<file path="config.mk">
export PLATFORM = sky130hd
export DESIGN_NAME = fpmt_ram
export DESIGN_NICKNAME = d
export VERILOG_FILES = /design/src/hdl/fpmt_ram.sv
export SDC_FILE = /design/constraint.sdc
export NUM_CORES = 1
export LEC_CHECK = 0
export ABC_AREA = 1
export CAP_MARGIN = 20
export CORE_MARGIN = 2
export CORE_UTILIZATION = 58
export DETAILED_ROUTE_END_ITERATION = 12
export DONT_BUFFER_PORTS = 1
export PLACE_DENSITY = 0.74
export SLEW_MARGIN = 5
export SYNTH_ARGS = -nofsm -noshare
export SYNTH_HDL_FRONTEND = slang
export SYNTH_SLANG_ARGS = --single-unit
</file>
<file path="constraint.sdc">
create_clock -name clk -period 2.1 [get_ports clk]
set_input_delay 0.105 -clock clk [delete_from_list [all_inputs] [get_ports clk]]
set_output_delay 0.105 -clock clk [all_outputs]
set_load 0.1 [all_outputs]
</file>
<file path="src/hdl/fpmt_ram.sv">
`timescale 1ns / 1ps
// ----------------------------------------------------------------------------
// fpmt_ram
// Generic simple dual-port RAM: one write port, one read port, registered read.
// ----------------------------------------------------------------------------
module fpmt_ram #(
  parameter int WIDTH  = 8,
  parameter int DEPTH  = 16,
  parameter int ADDR_W = $clog2(DEPTH)
) (
  input  logic              clk,
  input  logic              wr_en,
  input  logic [ADDR_W-1:0] wr_addr,
  input  logic [WIDTH-1:0]  wr_data,
  input  logic              rd_en,
  input  logic [ADDR_W-1:0] rd_addr,
  output logic [WIDTH-1:0]  rd_data
);

  logic [WIDTH-1:0] mem [DEPTH];

  always_ff @(posedge clk) begin
    if (wr_en) begin
      mem[wr_addr] <= wr_data;
    end
    if (rd_en) begin
      rd_data <= mem[rd_addr];
    end
  end

endmodule

</file>
==> impl_results.md <==
* Cell count after synthesis at 551
* GRT Resource Usage Total at 0.255
* Net Count, Synth at 570
* Leak at 2.83 nW
* Inserted Clock Buffers at 17
* Synth cell types at 11
* Nets at just under 600
* Crit path cell chain: dlygate4sd3_1 -> nand3_1 -> dlygate4sd3_1 -> nand3_1 -> nand2_1
* WL/cell at around 18 um
* Fill count at 730
* Number of synthesized flops with an enable pin at ~140
* Flops & latches, synth at about 140
* Port bufs at 0
* R2r startpoint: mem[15][5]
* WP data arrival at about 2 ns
* Top FF cell, synth: edfxtp_1
* Yosys top cell by area: edfxtp_1
* Core area at between 9000 and 10000 um2
* Most frequent cells after synthesis: 173 x nand2_1, 136 x edfxtp_1, 100 x inv_1
* R2R depth at 7
* Via count at 3888
* Setup TNS after final layout at 0 ns
* Endpoints failing setup at 0
* Unrepaired setup endpoints after global routing: false
* Final Skew at 0.00591 ns
* H-tree levels at 4
* Hold_sp: rd_addr[3]
* Crit start category: input port
* Worst Hold Depth at 3
* Postcts setup bufs at 0
* Placer Congestion at approximately 0.84
* Crit-path leading delay family: buffers and inverters
* Largest family of logic cells by synthesized area: simple AND/OR/NAND/NOR gates
* Post-CTS Resized at 0
* Placed Instance Area at 5980 um2
* Clock transition at path regs at 0.06 ns
* Adder-cell share of the synthesized area at 0
* Final period utilization at 0.815
* Placed cells at slightly below 700
* Synth Area in XOR/XNOR at 0
* Upper clock frequency limit at between 500 and 600 MHz
* Critical path endpoint category: register
* Vias in the first global route at ~3700
* CTS Sinks at between 100 and 150
* Crit Path Category: in -> reg
* Via/cell ratio at 5.38
* Max clock buf depth at 2
* Drc violations at 0
* TritonRoute pass-1 iters at 5
* Initial Utilization at 0.598
* FF/Latch Area at between 4000 and 5000 um2
* DRT antenna net count at 0
* Min Clock Period, post-route at 1.71 ns
* Std-Cell Rows at 36
* Final worst slack at just under 0.4 ns
* Fin. max-slew vios at 0
* Slowest-stage cell, CP: dlygate4sd3_1
* Outcome: finished, final reports clean
* Slew Limit Headroom at 0.362
* Synth Area in Simple Gates at 0.208
* Worst Path Max Fanout at 14
* Power density cells at about 930 nW/um2
* Hold Fails Final Rpt at 0
* Max Cap Viol at 0
* Starting DRT DRC Count at 350
* CTS tree: built
* Root buf cell: clkbuf_8
* Initial antenna violation count at 0
* Synth area leaders: edfxtp_1 70%, nand2_1 11%, nand3_1 8.3%, inv_1 6.4%, buf_6 1.2%
* Share of cells above drive strength 1 at 0.0797
* Worst-margin pin slew at around 0.95 ns
* Seq/Total Area, Yosys at 0.698
* Die width at 104 um
* CP bufs+invs at 2
* Die area at 10900 um2
* Final instance area at ~6700 um2
* Worst vdd ir at 0.000673 V
* Synth Area in Compound Gates at 0
* Die Ht at approximately 100 um
* First-pass GRT wire length at 20400 um
* Hold EP: rd_data[0]
* Clk_lat worst skew at between 0.5 and 0.6 ns
* Asr flop ratio synth at 0
* Post-route insts no fill at 723
* Area of the multi-input gates at 1210 um2
* # hold bufs at CTS at 15
* R2R setup slack at 0.49 ns
* Hold WC Path Type: in -> reg
* Worst path max stage delay at 0.98 ns
* Post-synth top area share at 0.698
* Inserted Diodes at 0
* RR Endpoint: rd_data[5]
* Largest net degree at the start of global routing at 65
* Worst Path Required at around 2.4 ns
* Synth warn at 0
* Area growth syn-to-layout at 14.2%
* DP HPWL at roughly 7700 um
* Remaining global-route overflow at 0
* Synthesized area at 5850 um2
* Most common cell in the synthesized netlist: nand2_1
* IO Pins at 27
* Pre-CTS WS at between 0.6 and 0.7 ns
* Avg Inst Size Synth at roughly 11 um2
* Mux cell area share after synthesis at 0
* Final WL at 13000 um
[worst min-delay path: stages]
cell and delay, ns:
inv_1 0.10, nand3_1 0.12, nand2_1 0.05
[cell usage in the layout (no fill, tap or decap), types with 2 or more instances in the layout]
| cell | Yosys | layout |
|---|---|---|
| buf_4 | 4 | 15 |
| clkbuf_1 | 0 | 2 |
| clkbuf_16 | 0 | 16 |
| clkinv_4 | 0 | 5 |
| clkinvlp_4 | 0 | 2 |
| dlygate4sd3_1 | 0 | 15 |
| edfxtp_1 | 136 | 136 |
| inv_1 | 100 | 100 |
| inv_2 | 2 | 2 |
| inv_6 | 0 | 3 |
| nand2_1 | 173 | 173 |
| nand3_1 | 97 | 97 |
| nand3b_1 | 2 | 2 |
| nor2_1 | 17 | 17 |
[final cells by class]
type | count | area share
Clock buffer | 19 | 0.0632
Tap cell | 133 | 0.0249
Clock inverter | 13 | 0.0186
Sequential cell | 136 | 0.612
Inverter | 102 | 0.0574
Timing Repair Buffer | 31 | 0.0424
Multi-Input combinational cell | 289 | 0.182
[layer usage]
| metal | track usage | part of all wire | routed length [um] |
|---|---|---|---|
| met3 | 0.0514 | 0.098 | 1280 |
| met2 | 0.392 | 0.47 | 6120 |
| met4 | 0.110 | 0.025 | 330 |
| met5 | 0 | 0 | 0 |
| met1 | 0.356 | 0.41 | 5270 |
[kinds of logic after synthesis]
group	Yosys count
and+or+nand+nor	289
DFF	136
buffers and inverters	126
[where the power goes]
group          leakage, nW  total [mW]  switching (mW)  internal [mW]
logic                 1.34       0.431           0.318          0.113
registers             1.24        3.08          0.0201           3.06
clock network        0.261        2.71            1.13           1.58
[flip-flops by register name (all words and copies together), names as in the netlist]
name     count
rd_data      8
mem        128
[through the flow]
step           hold slack, ns  utilization  power [mW]
3_3_place_gp            0.205        0.612        3.48
6_report               0.0132        0.683        6.22
3_5_place_dp            0.205        0.612        3.48
4_1_cts               0.00327        0.683        6.25
2_1_floorplan           0.204            -        3.44
5_1_grt                0.0227        0.683        6.40
[how the worst max path moves through the flow]
stage | startpoint | endpoint | slack, ns | cells after the start
floorplan | wr_addr[2] | mem[10][0] | 1.04 | 2
global placement | wr_en | mem[15][5] | 0.71 | 2
detailed placement | wr_en | mem[15][5] | 0.65 | 2
CTS | rd_addr[2] | rd_data[5] | 0.44 | 5
global route | rd_addr[2] | rd_data[5] | 0.36 | 5
finish | rd_addr[2] | rd_data[5] | 0.39 | 5
(Power assumes the default switching activity.)
